**src/rtl/isqrt_pkg.sv**
```systemverilog
// Shared definitions for the integer square root block: widths, the seed
// table, the control word layout and the microcode program.
// No dependencies; used by isqrt_div and integer_square_root.
package isqrt_pkg;

    localparam int RAD_W  = 32;
    localparam int ROOT_W = 16;
    localparam int STEP_W = 3;
    localparam int CNT_W  = $clog2(RAD_W + 1);

    localparam logic [RAD_W-1:0] ROOT_MAX = RAD_W'((1 << ROOT_W) - 1);

    typedef logic [STEP_W-1:0] step_t;

    // Microcode addresses. The program counter wraps from the last step back
    // to STEP_IDLE.
    localparam step_t STEP_IDLE  = 3'd0;
    localparam step_t STEP_ZCHK  = 3'd1;
    localparam step_t STEP_START = 3'd2;
    localparam step_t STEP_WAIT  = 3'd3;
    localparam step_t STEP_AVG   = 3'd4;
    localparam step_t STEP_CMP   = 3'd5;
    localparam step_t STEP_UPD   = 3'd6;
    localparam step_t STEP_OUT   = 3'd7;

    // Jump conditions; when the condition holds the sequencer jumps to the
    // target, otherwise it falls through to the next step.
    typedef enum logic [2:0] {
        COND_NEVER,
        COND_ALWAYS,
        COND_NO_INPUT,
        COND_CUR_ZERO,
        COND_DIV_BUSY,
        COND_CONVERGED,
        COND_OUT_BUSY
    } cond_t;

    typedef struct packed {
        logic  take_in;
        logic  div_start;
        logic  ld_next;
        logic  upd_est;
        logic  give_out;
        cond_t cond;
        step_t target;
    } ctrl_t;

    function automatic ctrl_t rom_word(input step_t pc);
        ctrl_t cw;
        cw = '{take_in: 1'b0, div_start: 1'b0, ld_next: 1'b0, upd_est: 1'b0,
               give_out: 1'b0, cond: COND_NEVER, target: STEP_IDLE};
        unique case (pc)
            STEP_IDLE: begin
                cw.take_in = 1'b1;
                cw.cond    = COND_NO_INPUT;
                cw.target  = STEP_IDLE;
            end
            STEP_ZCHK: begin
                cw.cond   = COND_CUR_ZERO;
                cw.target = STEP_OUT;
            end
            STEP_START: begin
                cw.div_start = 1'b1;
            end
            STEP_WAIT: begin
                cw.cond   = COND_DIV_BUSY;
                cw.target = STEP_WAIT;
            end
            STEP_AVG: begin
                cw.ld_next = 1'b1;
            end
            STEP_CMP: begin
                cw.cond   = COND_CONVERGED;
                cw.target = STEP_OUT;
            end
            STEP_UPD: begin
                cw.upd_est = 1'b1;
                cw.cond    = COND_ALWAYS;
                cw.target  = STEP_ZCHK;
            end
            STEP_OUT: begin
                cw.give_out = 1'b1;
                cw.cond     = COND_OUT_BUSY;
                cw.target   = STEP_OUT;
            end
            default: begin
                cw.cond   = COND_ALWAYS;
                cw.target = STEP_IDLE;
            end
        endcase
        return cw;
    endfunction

    // First estimate from the decimal digit count of the radicand.
    function automatic logic [RAD_W-1:0] seed_for(input logic [RAD_W-1:0] v);
        logic [RAD_W-1:0] s;
        if (v < 32'd10)              s = 32'd2;
        else if (v < 32'd100)        s = 32'd6;
        else if (v < 32'd1000)       s = 32'd20;
        else if (v < 32'd10000)      s = 32'd60;
        else if (v < 32'd100000)     s = 32'd200;
        else if (v < 32'd1000000)    s = 32'd600;
        else if (v < 32'd10000000)   s = 32'd2000;
        else if (v < 32'd100000000)  s = 32'd6000;
        else if (v < 32'd1000000000) s = 32'd20000;
        else                         s = 32'd60000;
        return s;
    endfunction

endpackage

```
**src/rtl/isqrt_div.sv**
```systemverilog
// Restoring divider for the integer square root block: one quotient bit
// per cycle. Depends on isqrt_pkg.
module isqrt_div (
    input  logic                          aclk,
    input  logic                          aresetn,
    input  logic                          start,
    input  logic [isqrt_pkg::RAD_W-1:0]   dividend,
    input  logic [isqrt_pkg::RAD_W-1:0]   divisor,
    output logic                          busy,
    output logic [isqrt_pkg::RAD_W-1:0]   quotient
);

    localparam int W = isqrt_pkg::RAD_W;

    logic [W-1:0]                  rem_reg, rem_next;
    logic [W-1:0]                  quo_reg, quo_next;
    logic [W-1:0]                  dsr_reg, dsr_next;
    logic [isqrt_pkg::CNT_W-1:0]   cnt_reg, cnt_next;
    logic                          busy_reg, busy_next;
    logic [W:0]                    shifted;
    logic [W:0]                    diff;

    assign shifted = {rem_reg, quo_reg[W-1]};
    assign diff    = shifted - {1'b0, dsr_reg};

    always_comb begin
        rem_next  = rem_reg;
        quo_next  = quo_reg;
        dsr_next  = dsr_reg;
        cnt_next  = cnt_reg;
        busy_next = busy_reg;
        if (start) begin
            rem_next  = '0;
            quo_next  = dividend;
            dsr_next  = divisor;
            cnt_next  = isqrt_pkg::CNT_W'(W);
            busy_next = 1'b1;
        end else if (busy_reg) begin
            // The partial remainder stays below the divisor, so it fits W bits.
            if (!diff[W]) begin
                rem_next = diff[W-1:0];
                quo_next = {quo_reg[W-2:0], 1'b1};
            end else begin
                rem_next = shifted[W-1:0];
                quo_next = {quo_reg[W-2:0], 1'b0};
            end
            cnt_next  = cnt_reg - isqrt_pkg::CNT_W'(1);
            busy_next = (cnt_reg != isqrt_pkg::CNT_W'(1));
        end
    end

    always_ff @(posedge aclk) begin
        if (!aresetn) begin
            busy_reg <= 1'b0;
            cnt_reg  <= '0;
        end else begin
            busy_reg <= busy_next;
            cnt_reg  <= cnt_next;
        end
        rem_reg <= rem_next;
        quo_reg <= quo_next;
        dsr_reg <= dsr_next;
    end

    assign busy     = busy_reg;
    assign quotient = quo_reg;

endmodule

```
**src/rtl/integer_square_root.sv**
```systemverilog
// Integer square root by Newton iteration under microcode control.
// Depends on isqrt_pkg and isqrt_div.
//
// Usage: the input channel (s_valid, s_ready, s_radicand) takes one 32-bit
// unsigned radicand per transaction; the result channel (m_valid, m_ready,
// m_root) returns one 16-bit root per radicand, in order. The root is the
// floor of the square root, or one above it when the radicand is one less
// than a perfect square, saturated at 65535.
// Timing: one radicand at a time. Each Newton step starts a division on
// the single bit-serial divider (one quotient bit per cycle), waits for
// it, then averages, compares and updates the estimate; the last step
// trades its update for the output step. m_valid and s_ready rise
// together, when the result is loaded and the sequencer is back in idle.
// A radicand of zero runs two divisions to a zero estimate, then the zero
// check and output.
// The result sits in an output register; the block returns to accepting
// a new radicand as soon as the result is loaded there, and if the
// receiver is still holding off the previous result the sequencer waits
// in its output step until the register frees up. Reset (aresetn low at a
// clock edge) returns the sequencer to idle and drops m_valid.
module integer_square_root (
    input  logic                           aclk,
    input  logic                           aresetn,
    input  logic                           s_valid,
    output logic                           s_ready,
    input  logic [isqrt_pkg::RAD_W-1:0]    s_radicand,
    output logic                           m_valid,
    input  logic                           m_ready,
    output logic [isqrt_pkg::ROOT_W-1:0]   m_root
);

    localparam int W = isqrt_pkg::RAD_W;

    isqrt_pkg::step_t              pc_reg, pc_next;
    isqrt_pkg::ctrl_t              cw;
    logic                          jump;

    logic [W-1:0]                  rad_reg;
    logic [W-1:0]                  cur_reg, cur_next;
    logic [W-1:0]                  prev_reg, prev_next;
    logic [W-1:0]                  next_reg;
    logic [W:0]                    sum;
    logic [W-1:0]                  seed;

    logic                          div_busy;
    logic [W-1:0]                  quotient;

    logic                          out_valid_reg, out_valid_next;
    logic [isqrt_pkg::ROOT_W-1:0]  out_root_reg;
    logic                          out_busy;
    logic                          converged;
    logic                          accept;

    assign cw        = isqrt_pkg::rom_word(pc_reg);
    assign accept    = cw.take_in && s_valid;
    assign out_busy  = out_valid_reg && !m_ready;
    assign converged = (next_reg == cur_reg) || (next_reg == prev_reg);
    assign seed      = isqrt_pkg::seed_for(s_radicand);
    assign sum       = {1'b0, cur_reg} + {1'b0, quotient};

    isqrt_div u_div (
        .aclk     (aclk),
        .aresetn  (aresetn),
        .start    (cw.div_start),
        .dividend (rad_reg),
        .divisor  (cur_reg),
        .busy     (div_busy),
        .quotient (quotient)
    );

    // Condition select for the sequencer.
    always_comb begin
        unique case (cw.cond)
            isqrt_pkg::COND_NEVER:     jump = 1'b0;
            isqrt_pkg::COND_ALWAYS:    jump = 1'b1;
            isqrt_pkg::COND_NO_INPUT:  jump = !s_valid;
            isqrt_pkg::COND_CUR_ZERO:  jump = (cur_reg == '0);
            isqrt_pkg::COND_DIV_BUSY:  jump = div_busy;
            isqrt_pkg::COND_CONVERGED: jump = converged;
            isqrt_pkg::COND_OUT_BUSY:  jump = out_busy;
            default:                   jump = 1'b0;
        endcase
        pc_next = jump ? cw.target : pc_reg + isqrt_pkg::STEP_W'(1);
    end

    always_comb begin
        cur_next  = cur_reg;
        prev_next = prev_reg;
        if (accept) begin
            cur_next  = seed;
            prev_next = seed;
        end else if (cw.upd_est) begin
            prev_next = cur_reg;
            cur_next  = next_reg;
        end
        out_valid_next = out_valid_reg && !m_ready;
        if (cw.give_out && !out_busy) begin
            out_valid_next = 1'b1;
        end
    end

    always_ff @(posedge aclk) begin
        if (!aresetn) begin
            pc_reg        <= isqrt_pkg::STEP_IDLE;
            out_valid_reg <= 1'b0;
        end else begin
            pc_reg        <= pc_next;
            out_valid_reg <= out_valid_next;
        end
        if (accept) begin
            rad_reg <= s_radicand;
        end
        cur_reg  <= cur_next;
        prev_reg <= prev_next;
        if (cw.ld_next) begin
            next_reg <= sum[W:1];
        end
        if (cw.give_out && !out_busy) begin
            out_root_reg <= (cur_reg > isqrt_pkg::ROOT_MAX) ? '1
                                                           : cur_reg[isqrt_pkg::ROOT_W-1:0];
        end
    end

    assign s_ready = cw.take_in;
    assign m_valid = out_valid_reg;
    assign m_root  = out_root_reg;

    // The divider is never started with a zero estimate.
    a_div_nonzero: assert property (@(posedge aclk) disable iff (!aresetn)
        cw.div_start |-> (cur_reg != '0))
        else $error("divider started with zero divisor");

    // No new radicand is taken while a division is running.
    a_idle_div: assert property (@(posedge aclk) disable iff (!aresetn)
        s_ready |-> !div_busy)
        else $error("input ready while divider busy");

    // An accepted radicand moves the sequencer into its zero check.
    a_accept_step: assert property (@(posedge aclk) disable iff (!aresetn)
        (s_valid && s_ready) |=> (pc_reg == isqrt_pkg::STEP_ZCHK))
        else $error("sequencer did not leave idle after accept");

    // Once the divider finishes, the average step follows.
    a_wait_exit: assert property (@(posedge aclk) disable iff (!aresetn)
        (pc_reg == isqrt_pkg::STEP_WAIT && !div_busy) |=> (pc_reg == isqrt_pkg::STEP_AVG))
        else $error("sequencer stuck after division");

    // A pending result is never overwritten before it is taken.
    a_no_overwrite: assert property (@(posedge aclk) disable iff (!aresetn)
        (m_valid && !m_ready) |=> (m_valid && $stable(m_root)))
        else $error("pending result overwritten");

endmodule
```
**config.mk**
```make
export PLATFORM = sky130hd
export DESIGN_NAME = integer_square_root
export DESIGN_NICKNAME = d
export VERILOG_FILES = /design/src/rtl/isqrt_pkg.sv /design/src/rtl/isqrt_div.sv /design/src/rtl/integer_square_root.sv
export SDC_FILE = /design/constraint.sdc
export NUM_CORES = 1
export LEC_CHECK = 0
export BUFFER_PORTS_ARGS = -buffer_cell sky130_fd_sc_hd__buf_4
export CORE_UTILIZATION = 35
export DETAILED_ROUTE_END_ITERATION = 7
export PLACE_DENSITY_LB_ADDON = 0.2
export SLEW_MARGIN = 20
export SYNTH_ARGS = -nofsm -noshare
export SYNTH_HDL_FRONTEND = slang
export SYNTH_SLANG_ARGS = --single-unit
```
**constraint.sdc**
```tcl
create_clock -name aclk -period 3.15 [get_ports aclk]
set_input_delay 0.4725 -clock aclk [delete_from_list [all_inputs] [get_ports aclk]]
set_output_delay 0.4725 -clock aclk [all_outputs]
set_load 0.02 [all_outputs]
```
Word level (Yosys, flattened, before mapping)
Cells that the tools add are included.

Add/sub/neg operators: 4. Magnitude comparators: 10. Equality and inequality tests: 16. Muxes and demuxes: 30. Bitwise logic cells: 1. Reduce and logical (&&, ||, !) cells: 12.

Operators by type and width (number): $mux W32 (7); $mux W16 (9); $eq A32 B32 Y1 (2); $pmux W6 S6 (1); $add A32 B32 Y33 (1); $sub A33 B32 Y33 (1); $gt A32 B16 Y1 const B (1); $logic_not A32 Y1 (1); $lt A32 B10 Y1 const B (1); $lt A32 B14 Y1 const B (1); $lt A32 B17 Y1 const B (1); $lt A32 B20 Y1 const B (1); $lt A32 B24 Y1 const B (1); $lt A32 B27 Y1 const B (1); $lt A32 B30 Y1 const B (1); $lt A32 B4 Y1 const B (1); $lt A32 B7 Y1 const B (1); $eq A3 B3 Y1 const B (7); $eq A3 B2 Y1 const B (4); $mux W6 (2); $mux W1 (9); $eq A3 B1 Y1 const B (2); $ne A6 B1 Y1 const B (1); $pmux W1 S6 (1); 10 further kinds (15).

Bits in registers: 251. Input bits: 36. Logic and storage cells: 86.

Depth between registers and ports, before layout
Gate-level depths: netlist of run 1.

Depth in word-level cells: 11. Gate-level depth with buffers: 14. Depth with buffers taken out: 12.

Cells and area by module
Synthesis of run 1 repeated with hierarchy kept, for this count alone.

Cells, all modules: 1304. Area, all modules: 14071.0 um^2.

By module, submodules not included: integer_square_root (instances 1, cells an instance 704, area an instance 8101.5 um^2, sequential area each 4404.2 um^2); isqrt_div (instances 1, cells an instance 600, area an instance 5969.5 um^2, sequential area each 2702.6 um^2).

Least setup slack after synthesis of run 1
OpenSTA, ideal clock, no wires.

Path type: reg-to-reg. From: register pc_reg[0]. To: register cur_reg[0], enable pin. Setup time: 0.423 ns. Arrival time: 2.952 ns. Setup slack: -0.225 ns. Stages on the path, launching flop included: 8. Buffers on the path: 2. Cell sequence: dfxtp_1 inv_1 ha_1 nor2b_1 nand2_1 clkbuf_1 buf_1 nand2_1.

Cells in the longest elaborated chain, start to end: 4. Elaborated cells between the ends (all ways): 6.

RTL lines: start, declared (line integer_square_root.sv:34) `isqrt_pkg::step_t pc_reg, pc_next;`; start signal, assigned (line integer_square_root.sv:104) `pc_reg <= isqrt_pkg::STEP_IDLE;`; start signal, assigned (line integer_square_root.sv:107) `pc_reg <= pc_next;`; $logic_not A3 Y1 (line isqrt_pkg.sv:52) `unique case (pc)`; $mux W1 (line isqrt_pkg.sv:52); net s_ready (line integer_square_root.sv:25) `output logic s_ready,`; $logic_and A1 B1 Y1 (line integer_square_root.sv:55) `assign accept = cw.take_in && s_valid;`; $reduce_bool A2 Y1 (no source line); end signal, assigned (line integer_square_root.sv:113) `cur_reg <= cur_next;`; end, declared (line integer_square_root.sv:39) `logic [W-1:0] cur_reg, cur_next;`.

The timed path passes the listed nets, and every way through them passes these cells. A chain may end at the register's enable or synchronous reset.

Final worst setup path of run 1
From: register cur_reg[1]. To: register next_reg[30], data pin.

Cells in the longest elaborated chain, start to end: 1.

RTL lines: $add A32 B32 Y33 (line integer_square_root.sv:59) `assign sum = {1'b0, cur_reg} + {1'b0, quotient};`; net sum[31] (line integer_square_root.sv:42) `logic [W:0] sum;`; end signal, assigned (line integer_square_root.sv:116) `next_reg <= sum[W:1];`; end, declared (line integer_square_root.sv:41) `logic [W-1:0] next_reg;`.

The timed path passes the listed nets, and every way through them passes these cells.

==> results of run 1 <==
## kinds of logic after synthesis
family                   after synthesis  share of synthesized area [%]
AND/OR/NAND/NOR                      477                          16.48
multiplexers                           2                         0.1445
flip-flops                           251                          51.30
buffers and inverters                108                          3.161
XOR/XNOR                             121                          7.758
AO/OA/AOI/OAI                        309                          14.54
adder cells (fa/ha/maj)               72                          6.611
## area by class of cell
| cell class | count | area (µm²) |
|---|---|---|
| clock buffer | 37 | 755.7 |
| clock inverter | 17 | 153.9 |
| fill | 3761 | 22580 |
| inverter | 71 | 266.5 |
| multi-input combinational | 981 | 6380 |
| sequential | 251 | 7108 |
| tap | 518 | 648.1 |
| timing repair buffer | 121 | 933.4 |
## worst max-delay path by stage
stage / from / slack (ns) / to
after floorplan: pc_reg[0] / 0.37 / cur_reg[0]
after global placement: cur_reg[6] / 0.09 / next_reg[30]
after detailed placement: s_radicand[31] / 0.07 / prev_reg[6]
after CTS: cur_reg[6] / 0.07 / next_reg[30]
after global routing: u_div.quotient[31] / -0.006 / u_div.rem_reg[17]
final: cur_reg[1] / 0.15 / next_reg[30]
## worst max-delay path, delay by kind of cell (launching register included)
family / cells / cell delay, ns
AOI/OAI and AO/OA: 8 / 1.70
DFF: 1 / 0.46
adders and majority gates: 1 / 0.33
buffers and inverters: 1 / 0.19
xor gates and xnor gates: 1 / 0.08
## cell usage in the layout (no fill, tap or decap), types with 28 or more instances in the layout
| cell type | instances |
|---|---|
| nand2_1 | 216 |
| edfxtp_1 | 208 |
| buf_4 | 119 |
| xnor2_1 | 101 |
| inv_1 | 70 |
| a21oi_1 | 70 |
| o21ai_0 | 70 |
| ha_1 | 70 |
| nor2_1 | 63 |
| dfxtp_1 | 42 |
| and2_1 | 38 |
| a21o_1 | 36 |
| a31oi_1 | 34 |
| clkbuf_16 | 29 |
| nand4_1 | 28 |
## through the flow
step	TNS, ns	hold WS (ns)	utilization (%)	cell area [µm²]
final	0	0.08543	41.84	16250
after global placement	0	0.4758	39.29	15260
after CTS	0	0.05476	41.64	16170
after floorplan	0	0.4614	-	13860
after detailed placement	0	0.4852	39.29	15260
after global routing	-0.005883	0.06312	41.84	16250
## power breakdown
group	internal, µW	leakage (µW)	switching (µW)	total (µW)
Combinational	3790	0.00356	5220	9010
Clock	1870	0.000438	1380	3240
Sequential	5310	0.00233	814	6130
## metal layers
| layer | routed length [µm] | part of all wire [%] | track usage, % |
|---|---|---|---|
| met1 | 16050 | 47 | 22.66 |
| met2 | 16280 | 47 | 28.87 |
| met3 | 1024 | 3.0 | 2.175 |
| met4 | 1106 | 3.2 | 5.425 |
| met5 | 0 | 0 | 0 |
## repair_timing
| action | in CTS | in global routing |
|---|---|---|
| endpoints found under the setup margin | 0 | 37 |
| resized for setup | 0 | 11 |
| setup buffers | 0 | 2 |
==> results_dict.tcl, run 1 <==
set metrics [dict create \
    fp.dieH_um 201.0 \
    reg2reg_to "next_reg[30]" \
    fin_crit_sh_pct 95.08 \
    area_delta_synth_final_pct 17.27 \
    ys_types 74 \
    worst-r2r-cell-count 11 \
    postLayoutSetupSlackWorst_ns 0.1550 \
    syn_nets 1448 \
    track_usage_pct 17.08 \
    antennaDiodeCount 0 \
    wl_um 34460 \
    fin_skew_ns 0.02240 \
    ys_ff_latch 251 \
    synthCells 1340 \
    dp_slack_ns 0.07361 \
    core_area_mm2 0.03883 \
    maxCapViolCount 0 \
    dpl.hpwl_um 25730 \
    synthesis.area_mm2 0.01385 \
    grt_first_pass_wirelength_um 54400 \
    antenna_found_initial 0 \
    min_to "rad_reg[0]" \
    synth_edf_count 208 \
    die_w_um 201.0 \
    fmax_mhz 333.9 \
    postCtsHoldBufs 0 \
    antenna_left 0 \
    insertion_delay_ns 0.57 \
    stdcell_count 1996 \
    seq_area_frac_synth_pct 51.30 \
    vias_per_cell 5.065 \
    clock_tree.htree_level_count 1 \
    num_io_pins 54 \
    root_buffer "clkbuf_16" \
    critPathKind "reg2reg" \
    p_leak_uw 0.006328 \
    yosysMostFrequentCell "nand2_1" \
    wl_per_cell_um 17.27 \
    synth_warnings 0 \
    hp-class "in2reg" \
    clkSinkCount 251 \
    cp_data_required_time_ns 3.48 \
    clk_pin_slew_ns 0.06 \
    clk_path_buf_depth 3 \
    final_nets 1563 \
    reg2reg_setup_slack_ns 0.15 \
    ir_drop_v 0.0004972 \
    critical_path.startpoint_type "flip-flop" \
    worstSetupEndpointType "flip-flop" \
    synth_area_leaders "edfxtp_1, xnor2_1, ha_1" \
    rows 72 \
    reg2reg_from "cur_reg[1]" \
    async_reset_ff_share_pct 0 \
    synth_top_area_share_pct 45.09 \
    cts_made_buffers 29 \
    grt_max_degree 65 \
    grt_pass1_vias 9940 \
    cpMostUsedCell "o21ai_2" \
    start_util_pct 35.68 \
    syn-mean-instance-area_um2 10.34 \
    powerDensity_mw_per_mm2 1132 \
    synth_top_area_cell "edfxtp_1" \
    path_cells "ha_1, a31o_1, a21oi_2, o21ai_2, a311oi_2, buf_4, o21ai_2, o41ai_4, o21ai_1, a21oi_1, xnor2_1" \
    cp.arrival_ns 3.32 \
    slowest_delay_ns 0.46 \
    gp_congestion 0.8585 \
    slew_viol_final 0 \
    drc_errors 0 \
    power_uw 18380 \
    fin_crit_ns 2.995 \
    cts_tree "yes" \
    min-delay-start "s_radicand[0]" \
    io_buffers 53 \
    tightest_slew_ns 0.8491 \
    drive_gt1_share_pct 14.34 \
    relSlewSlack_pct 43.39 \
    cp_max_fo 4 \
    synthFlopType "edfxtp_1" \
    setup_viol 0 \
    cp_slowest_cell "edfxtp_1" \
    die_area_mm2 0.04038 \
    vias 10109 \
    placedCellCount 1940 \
    drt-pass1-iter-count 5 \
    grt_overflow_total 0 \
    hold_viol_final 0 \
    outcome "finished clean" \
    drt_iter0_drc 559 \
    yosys-top-cells-count "nand2_1, edfxtp_1, xnor2_1" \
    holdPathStages 1 \
]
(Power assumes the default switching activity.)
==> run 2: changes to the inputs <==
- CORE_ASPECT_RATIO: not set -> 0.6
==> results_dict.tcl, run 2 (synthesis gave the netlist of run 1 again) <==
set metrics [dict create \
    num_io_pins 54 \
    gp_congestion 0.9201 \
    grt_pass1_vias 9875 \
    fillCellCount 3760 \
    drc_errors 0 \
    layout_common_cells "nand2_1, edfxtp_1, buf_4, xnor2_1, a21oi_1" \
    root_buffer "clkbuf_16" \
    clkSinkCount 251 \
    fin_crit_sh_pct 96.74 \
    cp_slowest_cell "o41ai_4" \
    fin_area_mm2 0.01626 \
    reg2reg_setup_slack_ns 0.10 \
    holdPathStages 1 \
    postCtsHoldBufs 0 \
    path_cells "ha_1, a31o_1, a21oi_2, o21ai_1, a311oi_2, buf_4, o21ai_2, o41ai_4, o21ai_1, a21oi_1, xnor2_1" \
    cpMostUsedCell "o21ai_1" \
    maxCapViolCount 0 \
    place_area_mm2 0.01527 \
    powerDensity_mw_per_mm2 1147 \
    fin_skew_ns 0.01888 \
    final_nets 1565 \
    post-route-util_pct 41.67 \
    hold_viol_final 0 \
    cp.arrival_ns 3.34 \
    cp_data_required_time_ns 3.44 \
    cts_made_buffers 26 \
    core_area_mm2 0.03903 \
    crit_buf_inv 1 \
    drive_gt1_share_pct 14.84 \
    hold_ws_ns 0.1054 \
    hp-class "in2reg" \
    tightest_slew_ns 0.8125 \
    fmax_mhz 328.2 \
    antenna_left 0 \
    worstSetupEndpointType "flip-flop" \
    io_buffers 53 \
    vias 10531 \
    antennaDiodeCount 0 \
    antenna_found_initial 0 \
    fp.dieH_um 156.1 \
    grt_max_degree 65 \
    cts_tree "yes" \
    fin_crit_ns 3.047 \
    vias_per_cell 5.271 \
    wl_per_cell_um 18.96 \
    dpl.hpwl_um 27510 \
    drt-pass1-iter-count 5 \
    area_delta_synth_final_pct 17.40 \
    slowest_delay_ns 0.49 \
    p_leak_uw 0.006331 \
    reg2reg_from "cur_reg[1]" \
    cp_max_fo 4 \
    reg2reg_to "next_reg[30]" \
    clock_tree.htree_level_count 1 \
    worst-r2r-cell-count 11 \
    setup_viol 0 \
    min-delay-start "s_radicand[0]" \
    ir_drop_v 0.0004729 \
    wl_um 37880 \
    die_area_mm2 0.04041 \
    die_w_um 258.8 \
    min_to "rad_reg[0]" \
    slew_viol_final 0 \
    grt_first_pass_wirelength_um 57670 \
    cp_top_family "compound AO/OA/AOI/OAI gates" \
    final_common_cell "nand2_1" \
    start_util_pct 35.50 \
    clk_path_buf_depth 3 \
    drt_iter0_drc 935 \
    rsz0062_at_grt "yes" \
    rows 56 \
    critPathKind "reg2reg" \
    outcome "finished clean" \
    critical_path.startpoint_type "flip-flop" \
    relSlewSlack_pct 45.83 \
    setup_tns_ns 0 \
    grt_overflow_total 0 \
    clk_pin_slew_ns 0.06 \
    track_usage_pct 18.56 \
    insertion_delay_ns 0.55 \
]
==> run 2: changes by cell type in the layout (fill, tap and decap cells not counted), sizes merged <==
cell	previous run	this run
buf	121	126
clkbuf	37	34
clkinv	13	9
clkinvlp	1	2
inv	72	71
==> run 2: repair_timing <==
item,4_1_cts,5_1_grt
gates resized for setup,0,16
pin swaps,1,12
setup endpoints to repair,1,24
buffers inserted,0,9
==> run 2: layer usage <==
metal	share of wire, %	wire length [µm]	GRT usage (%)	vias up
met5	0	0	0	-
met4	0.97	368	2.564	0
met3	7.2	2716	3.541	34
met2	39	14710	25.44	279
met1	53	20090	29.91	5145
li1	-	-	-	5073
==> run 2: metrics by stage <==
stage | setup WS (ns) | instances | total power (µW)
floorplan | 0.3655 | 1340 | 12420
global placement | 0.07115 | 1942 | 15120
detailed placement | 0.04670 | 1942 | 15220
CTS | 0.001707 | 1989 | 18450
global route | -0.03345 | 1998 | 19980
finish | 0.1028 | 1998 | 18650
==> run 2: how the worst max path moves through the flow <==
stage	startpoint	to	slack, ns	cells after the start
finish	cur_reg[1]	next_reg[30]	0.10	11
floorplan	pc_reg[0]	cur_reg[0]	0.37	7
global placement	s_radicand[28]	prev_reg[4]	0.07	9
global route	u_div.dsr_reg[6]	u_div.rem_reg[29]	-0.03	11
CTS	u_div.quotient[31]	u_div.rem_reg[16]	0.002	13
detailed placement	u_div.quotient[31]	u_div.rem_reg[16]	0.05	13
==> run 2: final cells by class <==
class	count	area [µm²]	share of cell area, %
multi-input combinational	981	6396	39.33
inverter	71	266.5	1.639
clock buffer	34	732.0	4.500
tap	522	653.1	4.016
timing repair buffer	126	996.0	6.124
sequential	251	7108	43.70
clock inverter	13	112.6	0.6924
==> run 2: report_power, final <==
| part | switching (µW) | internal [µW] |
|---|---|---|
| clock | 1340 | 1790 |
| combinational | 5560 | 3890 |
| sequential | 764 | 5310 |
==> run 3: changes to the inputs <==
- CORE_MARGIN: not set -> 1.5
==> results_dict.tcl, run 3 (synthesis gave the netlist of run 1 again) <==
set metrics [dict create \
    antenna_found_initial 0 \
    hold_viol_final 0 \
    fp.dieH_um 157.1 \
    root_buffer "clkbuf_16" \
    num_io_pins 54 \
    worstSetupEndpointType "flip-flop" \
    powerDensity_mw_per_mm2 1157 \
    antennaDiodeCount 0 \
    cts_made_buffers 26 \
    grt_overflow_total 0 \
    postCtsHoldBufs 0 \
    p_leak_uw 0.006362 \
    rsz0062_at_grt "yes" \
    cp.arrival_ns 3.35 \
    vias 10556 \
    wl_met2_um 15240 \
    reg2reg_to "next_reg[18]" \
    crit_start "cur_reg[1]" \
    fin_skew_ns 0.02752 \
    cp_max_fo 3 \
    power_uw 18910 \
    dpl.hpwl_um 28140 \
    highest_layer "met4" \
    relSlewSlack_pct 39.46 \
    slew_viol_final 0 \
    wl_met1_um 20370 \
    outcome "finished clean" \
    reg2reg_from "cur_reg[1]" \
    gp_congestion 0.8701 \
    layout_common_cells "nand2_1, edfxtp_1, buf_4, xnor2_1, a21oi_1" \
    min_to "rad_reg[0]" \
    cts_tree "yes" \
    clock_tree.htree_level_count 1 \
    drc_errors 0 \
    antenna_left 0 \
    setup_viol 0 \
    critPathKind "reg2reg" \
    io_buffers 53 \
    cp_data_required_time_ns 3.44 \
    track_usage_pct 18.82 \
    wl_per_cell_um 19.29 \
    hp-class "in2reg" \
    clk_path_buf_depth 3 \
    fin_crit_sh_pct 97.08 \
    drive_gt1_share_pct 15.08 \
    reg2reg_setup_slack_ns 0.09 \
    rows 56 \
    insertion_delay_ns 0.56 \
    holdPathStages 1 \
    drt-pass1-iter-count 5 \
    grt_pass1_vias 9912 \
    clk_pin_slew_ns 0.06 \
    drt_iter0_drc 980 \
    min-delay-start "s_radicand[0]" \
    vias_per_cell 5.275 \
    start_util_pct 35.50 \
    final_nets 1567 \
    ir_drop_v 0.0004852 \
    maxCapViolCount 0 \
    clkSinkCount 251 \
    wl_um 38600 \
    area_delta_synth_final_pct 17.96 \
    final_common_cell "nand2_1" \
    wl_met3_um 2563 \
    fmax_mhz 327.0 \
    die_w_um 259.8 \
    fin_crit_ns 3.058 \
    die_area_mm2 0.04082 \
    post-route-util_pct 41.87 \
    tightest_slew_ns 0.9082 \
    grt_first_pass_wirelength_um 58840 \
    grt_max_degree 64 \
    worst-r2r-cell-count 12 \
    critical_path.startpoint_type "flip-flop" \
    core_area_mm2 0.03903 \
]
-- run 3: cell count changes in the layout (fill, tap and decap cells not counted), sizes merged --
cell,delta
clkinv,+1
bufinv,+2
clkinvlp,-2
buf,+2
-- run 3: area by class of cell --
cell class,count,area [µm²]
clock inverter,14,178.9
timing repair buffer,128,1015
fill,3748,22690
clock buffer,34,680.7
sequential,251,7108
inverter,71,266.5
tap,522,653.1
multi-input combinational,981,6439
-- run 3: worst max-delay path by stage --
stage | cells after the start | slack (ns) | to
final | 12 | 0.09 | next_reg[18]
after global routing | 12 | -0.05 | u_div.rem_reg[3]
after CTS | 12 | 0.01 | next_reg[18]
after detailed placement | 11 | 0.05 | next_reg[28]
after global placement | 11 | 0.04 | next_reg[26]
after floorplan | 7 | 0.37 | cur_reg[0]
-- run 3: per-layer routing --
layer	track usage, %	up-vias
met5	0	-
met4	2.935	0
met3	3.816	34
met2	25.80	288
met1	30.17	5153
li1	-	5081
-- run 3: where the power goes --
group          switching, µW  internal [µW]  leakage [µW]
Sequential               817           5310       0.00233
Clock                   1360           1850      0.000424
Combinational           5600           3970       0.00361
-- run 3: repair_timing --
action / in CTS / in global routing
pin swaps: 3 / 18
endpoints found under the setup margin: 3 / 27
gates cloned: 0 / 0
buffers inserted: 2 / 4
resized for setup: 3 / 17
-- run 3: critical path, stage by stage (launching register included) --
cell and delay, ns:
edfxtp_1 0.46, ha_1 0.31, a31o_1 0.22, a21oi_2 0.18
o21ai_2 0.09, a311oi_2 0.34, buf_4 0.20, buf_6 0.11
o211ai_4 0.08, buf_4 0.18, a211o_1 0.27, a211oi_2 0.24
nor2_1 0.10
-- run 3: metrics by stage --
step	TNS [ns]	hold WS (ns)	std cells	instance area, µm²	setup WS (ns)
after floorplan	0	0.4614	1340	13860	0.3655
after global placement	0	0.4793	1947	15310	0.03800
after detailed placement	0	0.4802	1947	15310	0.04558
after CTS	0	0.06255	1997	16200	0.01104
after global routing	-0.07854	0.07144	2001	16340	-0.04687
final	0	0.08929	2001	16340	0.09201
